### src/utf16_to_json_utf8_quoter_defines.svh
// Assertion macros shared by the quoter RTL files.
// No dependencies; the files that check their own logic include this header.
`ifndef UTF16_TO_JSON_UTF8_QUOTER_DEFINES_SVH
`define UTF16_TO_JSON_UTF8_QUOTER_DEFINES_SVH
`ifndef SYNTHESIS
`define UTQT_ASSERT(lbl, clk, rst_n, prop, msg) \
	lbl: assert property (@(posedge clk) disable iff (!rst_n) prop) \
		else $error(msg);
`define UTQT_ASSERT_ALWAYS(lbl, clk, prop, msg) \
	lbl: assert property (@(posedge clk) prop) else $error(msg);
`else
`define UTQT_ASSERT(lbl, clk, rst_n, prop, msg)
`define UTQT_ASSERT_ALWAYS(lbl, clk, prop, msg)
`endif
`endif

### src/utqt_pkg.sv
// Shared types, constants and byte-building functions of the quoter.
// No dependencies; used by the front, queue, back and top-level modules.
package utqt_pkg;

	localparam int CMD_FIFO_DEPTH = 2;
	localparam int MAX_BYTES      = 8;
	localparam int CNT_W          = $clog2(MAX_BYTES + 1);
	localparam int IDX_W          = $clog2(MAX_BYTES);
	localparam int BODY_BYTES     = 6;
	localparam int BODY_LEN_W     = $clog2(BODY_BYTES + 1);

	localparam logic [15:0] SURR_HIGH_FIRST = 16'hd800;
	localparam logic [15:0] SURR_HIGH_LAST  = 16'hdbff;
	localparam logic [15:0] SURR_LOW_FIRST  = 16'hdc00;
	localparam logic [15:0] SURR_LOW_LAST   = 16'hdfff;
	localparam logic [15:0] CTRL_LAST       = 16'h001f;
	localparam logic [15:0] ASCII_LAST      = 16'h007f;
	localparam logic [15:0] TWO_BYTE_LAST   = 16'h07ff;
	localparam logic [20:0] SUPP_BASE       = 21'h10000;

	localparam logic [15:0] U_QUOTE  = 16'h0022;
	localparam logic [15:0] U_BSLASH = 16'h005c;
	localparam logic [15:0] U_BS     = 16'h0008;
	localparam logic [15:0] U_FF     = 16'h000c;
	localparam logic [15:0] U_LF     = 16'h000a;
	localparam logic [15:0] U_CR     = 16'h000d;
	localparam logic [15:0] U_TAB    = 16'h0009;

	localparam logic [7:0] CH_QUOTE  = 8'h22;
	localparam logic [7:0] CH_BSLASH = 8'h5c;
	localparam logic [7:0] CH_LC_B   = 8'h62;
	localparam logic [7:0] CH_LC_F   = 8'h66;
	localparam logic [7:0] CH_LC_N   = 8'h6e;
	localparam logic [7:0] CH_LC_R   = 8'h72;
	localparam logic [7:0] CH_LC_T   = 8'h74;
	localparam logic [7:0] CH_LC_U   = 8'h75;
	localparam logic [7:0] CH_ZERO   = 8'h30;
	localparam logic [7:0] HEX_ALPHA_BASE = 8'h57;
	localparam logic [7:0] ERR_BYTE  = 8'h00;

	// One classified item as the back end replays it, byte 0 first.
	typedef struct packed {
		logic [MAX_BYTES-1:0][7:0] bytes;
		logic [CNT_W-1:0]          count;
		logic                      close;
		logic                      err;
	} cmd_t;

	typedef struct packed {
		logic [BODY_BYTES-1:0][7:0] bytes;
		logic [BODY_LEN_W-1:0]      len;
	} body_t;

	function automatic logic [7:0] hex_char(input logic [3:0] nib);
		logic [7:0] wide;
		wide = {4'h0, nib};
		return (nib < 4'd10) ? (CH_ZERO + wide) : (HEX_ALPHA_BASE + wide);
	endfunction

	// Escaped or UTF-8 bytes of a unit that is not a surrogate.
	function automatic body_t unit_body(input logic [15:0] u);
		body_t b;
		b = '0;
		case (u)
			U_QUOTE, U_BSLASH: begin
				b.bytes[0] = CH_BSLASH; b.bytes[1] = u[7:0]; b.len = BODY_LEN_W'(2);
			end
			U_BS: begin
				b.bytes[0] = CH_BSLASH; b.bytes[1] = CH_LC_B; b.len = BODY_LEN_W'(2);
			end
			U_FF: begin
				b.bytes[0] = CH_BSLASH; b.bytes[1] = CH_LC_F; b.len = BODY_LEN_W'(2);
			end
			U_LF: begin
				b.bytes[0] = CH_BSLASH; b.bytes[1] = CH_LC_N; b.len = BODY_LEN_W'(2);
			end
			U_CR: begin
				b.bytes[0] = CH_BSLASH; b.bytes[1] = CH_LC_R; b.len = BODY_LEN_W'(2);
			end
			U_TAB: begin
				b.bytes[0] = CH_BSLASH; b.bytes[1] = CH_LC_T; b.len = BODY_LEN_W'(2);
			end
			default: begin
				if (u inside {[16'h0000:CTRL_LAST]}) begin
					b.bytes[0] = CH_BSLASH;
					b.bytes[1] = CH_LC_U;
					b.bytes[2] = CH_ZERO;
					b.bytes[3] = CH_ZERO;
					b.bytes[4] = hex_char(u[7:4]);
					b.bytes[5] = hex_char(u[3:0]);
					b.len      = BODY_LEN_W'(6);
				end else if (u <= ASCII_LAST) begin
					b.bytes[0] = u[7:0];
					b.len      = BODY_LEN_W'(1);
				end else if (u <= TWO_BYTE_LAST) begin
					b.bytes[0] = {3'b110, u[10:6]};
					b.bytes[1] = {2'b10, u[5:0]};
					b.len      = BODY_LEN_W'(2);
				end else begin
					b.bytes[0] = {4'b1110, u[15:12]};
					b.bytes[1] = {2'b10, u[11:6]};
					b.bytes[2] = {2'b10, u[5:0]};
					b.len      = BODY_LEN_W'(3);
				end
			end
		endcase
		return b;
	endfunction

	// Four UTF-8 bytes of a surrogate pair.
	function automatic body_t pair_body(input logic [9:0] hi, input logic [9:0] lo);
		body_t      b;
		logic [20:0] cp;
		b  = '0;
		cp = SUPP_BASE + {1'b0, hi, lo};
		b.bytes[0] = {5'b11110, cp[20:18]};
		b.bytes[1] = {2'b10, cp[17:12]};
		b.bytes[2] = {2'b10, cp[11:6]};
		b.bytes[3] = {2'b10, cp[5:0]};
		b.len      = BODY_LEN_W'(4);
		return b;
	endfunction

endpackage

### src/utf16_to_json_utf8_quoter.sv
// Top level of the UTF-16 to quoted JSON UTF-8 encoder.
// Depends on utqt_pkg, utqt_front, utqt_fifo and utqt_back.

// The block takes one UTF-16 code unit per push and delivers the bytes of a
// quoted, escaped JSON string, one byte per pop. The front end accepts a unit
// in every cycle that full is low and classifies it into a command of zero to
// eight bytes; a queue of CMD_DEPTH commands decouples it from the back end,
// which sends one byte per cycle while the output is popped or empty. An item
// thus gives as many output bytes as its command holds: one for plain ASCII,
// up to six for a control escape, plus the quotes at the ends of a string, and
// a held high surrogate or a dropped unit adds no byte of its own. The first
// byte of an item passes the command queue, cur_q and the output register.
// A malformed surrogate yields a single transfer with invalid and last_byte
// set, and the rest of that string is swallowed up to its final unit.
module utf16_to_json_utf8_quoter
	import utqt_pkg::*;
#(
	parameter int CMD_DEPTH = CMD_FIFO_DEPTH
) (
	input  logic        clk,
	input  logic        arst_n,
	input  logic        push,
	output logic        full,
	input  logic [15:0] code_unit,
	input  logic        end_of_string,
	output logic        empty,
	input  logic        pop,
	output logic [7:0]  out_byte,
	output logic        last_byte,
	output logic        invalid
);

	logic cmd_push;
	logic cmd_full;
	logic cmd_pop;
	logic cmd_empty;
	cmd_t cmd_in;
	cmd_t cmd_out;

	utqt_front u_front (
		.clk           (clk),
		.arst_n        (arst_n),
		.push          (push),
		.full          (full),
		.code_unit     (code_unit),
		.end_of_string (end_of_string),
		.cmd_push      (cmd_push),
		.cmd           (cmd_in),
		.cmd_full      (cmd_full)
	);

	utqt_fifo #(
		.DEPTH (CMD_DEPTH)
	) u_fifo (
		.clk     (clk),
		.arst_n  (arst_n),
		.wr_en   (cmd_push),
		.wr_data (cmd_in),
		.full    (cmd_full),
		.rd_en   (cmd_pop),
		.rd_data (cmd_out),
		.empty   (cmd_empty)
	);

	utqt_back u_back (
		.clk       (clk),
		.arst_n    (arst_n),
		.cmd_empty (cmd_empty),
		.cmd_pop   (cmd_pop),
		.cmd       (cmd_out),
		.out_byte  (out_byte),
		.last_byte (last_byte),
		.invalid   (invalid),
		.empty     (empty),
		.pop       (pop)
	);

endmodule

### src/utqt_front.sv
// Front end of the quoter: accepts code units, tracks the string state and
// turns each unit into a byte command. Depends on utqt_pkg and the defines.
`include "utf16_to_json_utf8_quoter_defines.svh"

module utqt_front
	import utqt_pkg::*;
(
	input  logic        clk,
	input  logic        arst_n,
	input  logic        push,
	output logic        full,
	input  logic [15:0] code_unit,
	input  logic        end_of_string,
	output logic        cmd_push,
	output cmd_t        cmd,
	input  logic        cmd_full
);

	logic       quote_sent_q;
	logic [9:0] held_q;
	logic       pend_q;
	logic       drop_q;

	logic       quote_sent_d;
	logic [9:0] held_d;
	logic       pend_d;
	logic       drop_d;

	logic       accept;
	logic       is_high;
	logic       is_low;
	logic       err;
	logic       opening;
	logic       closing;
	body_t      body;
	logic [MAX_BYTES-1:0][7:0] flat;

	assign full    = cmd_full;
	assign accept  = push && !cmd_full;
	assign is_high = code_unit inside {[SURR_HIGH_FIRST:SURR_HIGH_LAST]};
	assign is_low  = code_unit inside {[SURR_LOW_FIRST:SURR_LOW_LAST]};

	always_comb begin
		quote_sent_d = quote_sent_q;
		held_d       = held_q;
		pend_d       = pend_q;
		drop_d       = drop_q;
		err          = 1'b0;
		opening      = 1'b0;
		closing      = 1'b0;
		body         = '0;
		if (drop_q) begin
			if (end_of_string) begin
				drop_d = 1'b0;
			end
		end else if (pend_q ? !is_low : (is_low || (is_high && end_of_string))) begin
			// A malformed surrogate replaces everything with one error transfer.
			err          = 1'b1;
			quote_sent_d = 1'b0;
			held_d       = '0;
			pend_d       = 1'b0;
			drop_d       = !end_of_string;
		end else begin
			opening      = !quote_sent_q;
			quote_sent_d = 1'b1;
			if (pend_q) begin
				body   = pair_body(held_q, code_unit[9:0]);
				pend_d = 1'b0;
				held_d = '0;
			end else if (is_high) begin
				held_d = code_unit[9:0];
				pend_d = 1'b1;
			end else begin
				body = unit_body(code_unit);
			end
			if (end_of_string) begin
				closing      = 1'b1;
				quote_sent_d = 1'b0;
				held_d       = '0;
				pend_d       = 1'b0;
			end
		end
	end

	always_comb begin
		flat = {{(MAX_BYTES - BODY_BYTES){8'h00}}, body.bytes};
		if (opening) begin
			flat = {flat[MAX_BYTES-2:0], CH_QUOTE};
		end
		cmd.err   = err;
		cmd.close = closing;
		if (err) begin
			cmd.count = CNT_W'(1);
			flat      = '0;
			flat[0]   = ERR_BYTE;
		end else begin
			cmd.count = CNT_W'(opening) + CNT_W'(body.len) + CNT_W'(closing);
		end
		for (int i = 0; i < MAX_BYTES; i++) begin
			if (closing && (CNT_W'(i) == cmd.count - CNT_W'(1))) begin
				flat[i] = CH_QUOTE;
			end
		end
		cmd.bytes = flat;
	end

	assign cmd_push = accept && (cmd.count != '0);

	always_ff @(posedge clk or negedge arst_n) begin
		if (!arst_n) begin
			quote_sent_q <= 1'b0;
			held_q       <= '0;
			pend_q       <= 1'b0;
			drop_q       <= 1'b0;
		end else if (accept) begin
			quote_sent_q <= quote_sent_d;
			held_q       <= held_d;
			pend_q       <= pend_d;
			drop_q       <= drop_d;
		end
	end

	`UTQT_ASSERT(a_err_starts_drop, clk, arst_n, (accept && err && !end_of_string) |=> drop_q, "error before end of string did not start dropping")

endmodule

### src/utqt_fifo.sv
// Short command queue between the front and back ends of the quoter.
// Depends on utqt_pkg for the command type and on the defines header.
`include "utf16_to_json_utf8_quoter_defines.svh"

module utqt_fifo
	import utqt_pkg::*;
#(
	parameter int DEPTH = CMD_FIFO_DEPTH
) (
	input  logic clk,
	input  logic arst_n,
	input  logic wr_en,
	input  cmd_t wr_data,
	output logic full,
	input  logic rd_en,
	output cmd_t rd_data,
	output logic empty
);

	localparam int PTR_W = (DEPTH > 1) ? $clog2(DEPTH) : 1;
	localparam int CW    = $clog2(DEPTH + 1);

	cmd_t             mem_q [DEPTH];
	logic [PTR_W-1:0] wr_ptr_q;
	logic [PTR_W-1:0] rd_ptr_q;
	logic [CW-1:0]    count_q;
	logic             do_wr;
	logic             do_rd;

	assign full    = (count_q == CW'(DEPTH));
	assign empty   = (count_q == '0);
	assign do_wr   = wr_en && !full;
	assign do_rd   = rd_en && !empty;
	assign rd_data = mem_q[rd_ptr_q];

	always_ff @(posedge clk) begin
		if (do_wr) begin
			mem_q[wr_ptr_q] <= wr_data;
		end
	end

	always_ff @(posedge clk or negedge arst_n) begin
		if (!arst_n) begin
			wr_ptr_q <= '0;
			rd_ptr_q <= '0;
			count_q  <= '0;
		end else begin
			if (do_wr) begin
				wr_ptr_q <= (wr_ptr_q == PTR_W'(DEPTH - 1)) ? '0 : wr_ptr_q + PTR_W'(1);
			end
			if (do_rd) begin
				rd_ptr_q <= (rd_ptr_q == PTR_W'(DEPTH - 1)) ? '0 : rd_ptr_q + PTR_W'(1);
			end
			if (do_wr && !do_rd) begin
				count_q <= count_q + CW'(1);
			end else if (do_rd && !do_wr) begin
				count_q <= count_q - CW'(1);
			end
		end
	end

	`UTQT_ASSERT(a_count_bound, clk, arst_n, count_q <= CW'(DEPTH), "command queue count exceeds depth")

endmodule

### src/utqt_back.sv
// Back end of the quoter: replays queued byte commands into the output register,
// one byte per cycle while it is empty or popped. Depends on utqt_pkg and the defines header.
`include "utf16_to_json_utf8_quoter_defines.svh"

module utqt_back
	import utqt_pkg::*;
(
	input  logic       clk,
	input  logic       arst_n,
	input  logic       cmd_empty,
	output logic       cmd_pop,
	input  cmd_t       cmd,
	output logic [7:0] out_byte,
	output logic       last_byte,
	output logic       invalid,
	output logic       empty,
	input  logic       pop
);

	cmd_t             cur_q;
	logic             cur_valid_q;
	logic [IDX_W-1:0] idx_q;
	logic             out_valid_q;
	logic [7:0]       out_byte_q;
	logic             last_q;
	logic             inv_q;

	logic out_load;
	logic emit;
	logic cur_last;

	assign out_load = !out_valid_q || pop;
	assign emit     = cur_valid_q && out_load;
	assign cur_last = (CNT_W'(idx_q) == cur_q.count - CNT_W'(1));
	assign cmd_pop  = !cmd_empty && (!cur_valid_q || (emit && cur_last));

	assign out_byte  = out_byte_q;
	assign last_byte = last_q;
	assign invalid   = inv_q;
	assign empty     = !out_valid_q;

	always_ff @(posedge clk) begin
		if (cmd_pop) begin
			cur_q <= cmd;
		end
		if (emit) begin
			out_byte_q <= cur_q.bytes[idx_q];
			last_q     <= (cur_q.close || cur_q.err) && cur_last;
			inv_q      <= cur_q.err;
		end
	end

	always_ff @(posedge clk or negedge arst_n) begin
		if (!arst_n) begin
			cur_valid_q <= 1'b0;
			idx_q       <= '0;
			out_valid_q <= 1'b0;
		end else begin
			if (cmd_pop) begin
				cur_valid_q <= 1'b1;
				idx_q       <= '0;
			end else if (emit && cur_last) begin
				cur_valid_q <= 1'b0;
			end else if (emit) begin
				idx_q <= idx_q + IDX_W'(1);
			end
			if (out_load) begin
				out_valid_q <= emit;
			end
		end
	end

	`UTQT_ASSERT(a_invalid_is_last, clk, arst_n, (out_valid_q && inv_q) |-> last_q, "error transfer not marked last")
	`UTQT_ASSERT(a_idx_in_range, clk, arst_n, cur_valid_q |-> (CNT_W'(idx_q) < cur_q.count), "byte index beyond command length")

endmodule
### config.mk
export PLATFORM = sky130hd
export DESIGN_NAME = utf16_to_json_utf8_quoter
export DESIGN_NICKNAME = d
export VERILOG_FILES = /design/src/utqt_pkg.sv /design/src/utf16_to_json_utf8_quoter.sv /design/src/utqt_front.sv /design/src/utqt_fifo.sv /design/src/utqt_back.sv
export VERILOG_INCLUDE_DIRS = /design/src /design/src/src
export SDC_FILE = /design/constraint.sdc
export NUM_CORES = 1
export LEC_CHECK = 0
export BUFFER_PORTS_ARGS = -buffer_cell sky130_fd_sc_hd__buf_2
export CELL_PAD_IN_SITES_DETAIL_PLACEMENT = 0
export CELL_PAD_IN_SITES_GLOBAL_PLACEMENT = 1
export CORE_MARGIN = 2
export CORE_UTILIZATION = 48
export DETAILED_ROUTE_END_ITERATION = 16
export GPL_ROUTABILITY_DRIVEN = 0
export PLACE_DENSITY_LB_ADDON = 0.1
export RECOVER_POWER = 25
export SYNTH_ARGS = -nofsm -noshare
export SYNTH_HDL_FRONTEND = slang
export SYNTH_HIERARCHICAL = 1
export SYNTH_SLANG_ARGS = --single-unit
### constraint.sdc
create_clock -name clk -period 7 [get_ports clk]
set_clock_uncertainty 0.05 [all_clocks]
set_input_delay 1.05 -clock clk [delete_from_list [all_inputs] [get_ports clk]]
set_output_delay 1.05 -clock clk [all_outputs]
set_load 0.005 [all_outputs]
==> results of run 1 <==
-- sequential cells by signal, indices dropped and copies added (netlist names) --
register / cells
u_front/held_q: 10
u_front/quote_sent_q: 1
u_fifo/wr_ptr_q: 1
u_back/out_byte: 8
u_back/cur_valid_q: 1
u_fifo/rd_ptr_q: 1
u_back/cur_q: 70
u_fifo/mem_q: 140
u_front/drop_q: 1
u_back/idx_q: 3
u_back/invalid: 1
u_fifo/count_q: 2
u_back/out_valid_q: 1
u_back/last_byte: 1
u_front/pend_q: 1
-- final timing paths --
| check | startpoint | end | slack [ns] | cells past startpoint |
|---|---|---|---|---|
| hold / removal | u_back/cur_q[0] | u_back/invalid | 0.41 | 0 |
| hold reg to reg | u_back/cur_q[0] | u_back/invalid | 0.41 | 0 |
| max in group asynchronous | arst_n | u_front/quote_sent_q | 5.17 | 1 |
| min in group asynchronous | arst_n | u_back/idx_q[2] | 0.83 | 1 |
| setup / recovery | code_unit[15] | u_fifo/mem_q[1][8] | 1.40 | 12 |
| setup reg to reg | u_front/pend_q | u_fifo/mem_q[1][8] | 1.71 | 12 |
-- cell families (layout without fill, tap and decap cells) --
family,after synthesis,count (layout),synth area share [%]
other,1,10,0.0324
AO/OA/AOI/OAI,141,141,8.89
adder cells (fa/ha/maj),14,14,1.58
buffers and inverters,73,102,4.09
XOR/XNOR,15,15,1.26
flip-flops,242,242,61.9
multiplexers,99,99,13.4
AND/OR/NAND/NOR,192,192,8.84
-- worst max-delay path, cell delays in order --
cell       delay [ns]
clkbuf_1         0.16
nand3_1          0.23
or3_1            0.56
a21oi_1          0.55
nand2b_1         0.44
inv_1            0.69
fa_1             0.32
ha_1             0.31
a2111oi_0        0.73
nand4_1          0.31
nand3_1          0.25
o21ba_2          0.20
-- area by class of cell --
| cell class | instances | area [sq um] | area share, % |
|---|---|---|---|
| sequential | 242 | 7160 | 57.7 |
| multi-input combinational | 471 | 3770 | 30.4 |
| clock buffer | 32 | 694 | 5.60 |
| tap | 319 | 399 | 3.22 |
| timing repair buffer | 41 | 230 | 1.86 |
| clock inverter | 11 | 85.1 | 0.686 |
| inverter | 18 | 67.6 | 0.545 |
-- report_power, final --
group / internal [mW] / leakage, nW / switching (mW)
Sequential: 2.08 / 2.31 / 0.131
Combinational: 0.567 / 1.66 / 0.815
Clock: 0.735 / 0.378 / 0.516
-- per-layer routing --
layer / wire length [um] / up-vias / track usage (%)
met4: 471 / 0 / 5.12
li1: - / 3025 / -
met5: 0 / - / 0
met3: 1390 / 39 / 2.60
met2: 11400 / 244 / 30.8
met1: 12200 / 3369 / 29.7
-- cell usage after synthesis (9+ instances only) --
cell      number  area (sq um)
a21oi_1       24           120
a22o_1        13           114
a31oi_1       12          75.1
and2_1        10          62.6
buf_4         15           113
clkbuf_1      23          86.3
dfrtp_1       22           551
edfxtp_1     220          6610
ha_1          13           163
inv_1         16          60.1
mux2_2        11           124
mux2_4        69          1040
mux4_2        16           360
nand2_1       33           124
nand2b_1       9          56.3
nand3_1       14          70.1
nor2_1        52           195
nor3_1        20           100
o21ai_0       22           110
-- stage by stage --
stage / setup slack [ns] / hold slack, ns / std cells
floorplan: 0.725 / 0.377 / 786
global placement: 1.22 / 0.387 / 1091
detailed placement: 1.08 / 0.394 / 1091
CTS: 1.58 / 0.407 / 1134
global route: 0.860 / 0.412 / 1134
finish: 1.40 / 0.410 / 1134
==> metrics.cfg, run 1 <==
[global_routing]
track_usage_pct = 19.8
grt_pass1_wl_um = 39100
overflow = 0
grt_max_degree = 72
antenna_found_initial = 0
grt_pass1_vias = 6650

[clock_tree]
cts_tree = yes
clock_path_buffers = 3
htree_num_levels = 1
clk_latency_ns = 0.51
hold_buffers = 0
cts_resized = 0
numCtsBuffers = 26
cts_sinks = 242
clk_transition_reported_paths_ns = 0.06
cts_setup_buffers = 0
cts-root-buf = clkbuf_16

[logic_synthesis]
synth_edf_count = 220
synth_cell_types = 80
ys.flop_type = edfxtp_1
synthCells = 777
avgSynthCellArea_sq_um = 14.9
syn_area_sq_mm = 0.0116
yosys_warnings = 6
ys_async_sr_fraction_pct = 9.09
ys_ff_latch = 242
ys_seq_area_share_pct = 61.9

[pwr]
power_density_mw_per_mm2 = 391
totalPowerFinal_mw = 4.84
irDropWorstVdd_mv = 0.193
leakagePower_nw = 4.35

[placed_design]
portBuffers = 32
postPlaceCellArea_sq_mm = 0.0119
dp_hpwl_um = 17000

[drt]
viasPerCell = 5.89
drt-total-wl_um = 25500
via_count = 6677
routedWlPerCell_um = 22.5
drtIter0Drc = 654
drtAntennaViolNets = 0
first_pass_iters = 6
drc = 0

[sta]
min_period_ns = 5.60
fmax_mhz = 178
slew-limit-headroom_pct = -163
finalMaxSlewViolations = 105
fin_setup_tns_ns = 0
setup_viol = 0
rsz0062_at_grt = no
tightestPinTransition_ns = 3.95
finalCritPeriodShare_pct = 80.0
hold_viol_final = 0

[final_layout]
layout-drive-gt1-share_pct = 15.1
layout_common_cells = 220 x edfxtp_1, 59 x mux2_1, 52 x nor2_1, 33 x nand2_1, 27 x clkbuf_16
area_growth_pct = 7.26
fill_cells = 1998
layout_commonest_cell = edfxtp_1
final_nets = 835
finish.utilization_pct = 52.7
diodes = 0
stdcell_area_sq_mm = 0.0124

[critical_path]
crit_path_start_kind = primary input
path_class = primary input to flip-flop
cp.required_ns = 7.21
cp-end-kind = flip-flop
crit_fanout = 21
cp.arrival_ns = 5.82

[flow_run]
max-cap-violations = 3

[floorplanning]
core_area_sq_mm = 0.0235
die-width_um = 159
die_h_um = 159
fp.dieArea_sq_mm = 0.0253
ios = 33
start_util_pct = 49.1
core.rowCount = 56

[run_status]
status = complete, but fails checks
violations = max-capacitance violations, max-slew violations

[worst_hold_path]
min_path_type = flip-flop to flip-flop

Power figures use the tool's default switching activity.
==> run 2, diff against run 1 <==
==> constraint.sdc (replaced) <==
create_clock -name clk -period 4.5 [get_ports clk]
set_clock_uncertainty 0.05 [all_clocks]
set_input_delay 0.675 -clock clk [delete_from_list [all_inputs] [get_ports clk]]
set_output_delay 0.675 -clock clk [all_outputs]
set_load 0.005 [all_outputs]
==> run 2 against run 1 <==
Compared with the run above:
- the run still ends with max-capacitance violations, max-slew violations left
- power grew 60%
- register-to-register slack lost 1.1 ns
- clock power rose by 62%
- largest cell class unchanged
- critical endpoint is now u_fifo/mem_q[1][24]
- final cell count is 4.7% higher
- highest routed layer unchanged
- global-route usage grew 0.73 points
- critical path depth grew 6
==> metrics.cfg, run 2 (synthesis results as in run 1) <==
[drt]
drt-total-wl_um = 26400
viasPerCell = 5.80
drtIter0Drc = 624
first_pass_iters = 7
drtAntennaViolNets = 0
drc = 0
via_count = 6884
routedWlPerCell_um = 22.3

[final_layout]
fill_cells = 1972
regMostFlops = u_fifo/mem_q
final_nets = 888
layout_commonest_cell = edfxtp_1
largestRegisters = u_fifo/mem_q x140, u_back/cur_q x70, u_front/held_q x10
finish.utilization_pct = 54.9
largest_reg_flops = 140
diodes = 0
area_growth_pct = 11.8
stdcell_area_sq_mm = 0.0129
layout-drive-gt1-share_pct = 22.1
regArea_sq_mm = 0.00716
layout_common_cells = 220 x edfxtp_1, 56 x mux2_1, 53 x buf_4, 50 x nor2_1, 32 x nand2_1
multi_input_area_sq_mm = 0.00386

[floorplanning]
core.rowCount = 56
core_area_sq_mm = 0.0235
die-width_um = 159
ios = 33
start_util_pct = 49.1
die_h_um = 159
fp.dieArea_sq_mm = 0.0253

[critical_path]
cp.arrival_ns = 4.34
path_class = primary input to flip-flop
crit_path_start_kind = primary input
r2r_slack_ns = 0.63
crit_end = u_fifo/mem_q[1][24]
cp.required_ns = 4.73
r2r_cells = 14
reg2reg_to = u_fifo/mem_q[1][24]
cp-startpoint = code_unit[0]
cp-end-kind = flip-flop
crit_fanout = 6
r2r-start = u_front/pend_q

[global_routing]
overflow = 0
track_usage_pct = 20.6
grt_max_degree = 50
grt_pass1_vias = 6948
grt_pass1_wl_um = 40700
antenna_found_initial = 0

[clock_tree]
htree_num_levels = 1
clk_latency_ns = 0.51
cts-root-buf = clkbuf_16
numCtsBuffers = 26
clk_transition_reported_paths_ns = 0.06
cts_resized = 0
cts_tree = yes
hold_buffers = 0
cts_sinks = 242
clock_path_buffers = 3
cts_setup_buffers = 0

[worst_hold_path]
min_path_type = primary input to flip-flop
holdCritStartpoint = code_unit[0]

[sta]
finalMaxSlewViolations = 44
slew-limit-headroom_pct = -19.7
setup_viol = 0
hold_viol_final = 0
fmax_mhz = 243
tightestPinTransition_ns = 1.80
rsz0062_at_grt = no
finalCritPeriodShare_pct = 91.3
fin_setup_tns_ns = 0
min_period_ns = 4.11

[placed_design]
dp_hpwl_um = 18800
postPlaceCellArea_sq_mm = 0.0124
portBuffers = 32

[pwr]
irDropWorstVdd_mv = 0.295
power_density_mw_per_mm2 = 600
leakagePower_nw = 4.64
totalPowerFinal_mw = 7.76

[run_status]
status = complete, but fails checks
violations = max-capacitance violations, max-slew violations

[flow_run]
max-cap-violations = 2

-- run 2: final cells by class --
class                           count  area share [%]
Sequential cell                   242            55.4
Multi-Input combinational cell    471            29.9
Clock buffer                       33            5.40
Timing Repair Buffer               94            4.90
Tap cell                          319            3.09
Clock inverter                     10           0.833
Inverter                           18           0.523
-- run 2: how the worst min path moves through the flow --
stage / cells after the start / to
after detailed placement: 0 / u_back/invalid
after global placement: 0 / u_back/invalid
final: 2 / u_front/held_q[0]
after global routing: 2 / u_front/held_q[0]
after CTS: 1 / u_back/idx_q[1]
after floorplan: 0 / u_back/cur_valid_q
-- run 2: critical path, cell delays in order --
cell	delay, ns
buf_2	0.14
inv_1	0.14
ha_1	0.25
nor2b_2	0.16
o21bai_1	0.20
a31o_2	0.21
nand2_1	0.07
nor2_1	0.29
fa_2	0.28
ha_2	0.27
buf_4	0.15
nor2_1	0.15
xnor2_1	0.19
nor3b_1	0.21
mux2i_1	0.11
nand4_1	0.28
nand2_1	0.18
a211oi_1	0.36
-- run 2: through the flow --
stage | hold slack, ns | setup WS (ns) | instances
6_report | 0.414 | 0.393 | 1187
4_1_cts | 0.131 | 0.495 | 1187
5_1_grt | 0.406 | 0.125 | 1187
3_5_place_dp | 0.401 | -0.0490 | 1144
3_3_place_gp | 0.424 | 0.0610 | 1144
2_1_floorplan | 0.329 | 0.00512 | 786
-- run 2: where the power goes --
| group | switching, mW | internal [mW] | total [mW] |
|---|---|---|---|
| clock | 0.812 | 1.20 | 2.02 |
| sequential | 0.209 | 3.23 | 3.44 |
| combinational | 1.31 | 0.993 | 2.30 |
-- run 2: layer usage --
layer | share of wire [%] | wire length (um) | GRT usage (%)
met1 | 47 | 12300 | 30.2
met2 | 45 | 11900 | 32.0
met3 | 5.5 | 1450 | 2.89
met4 | 2.8 | 728 | 6.32
met5 | 0 | 0 | 0
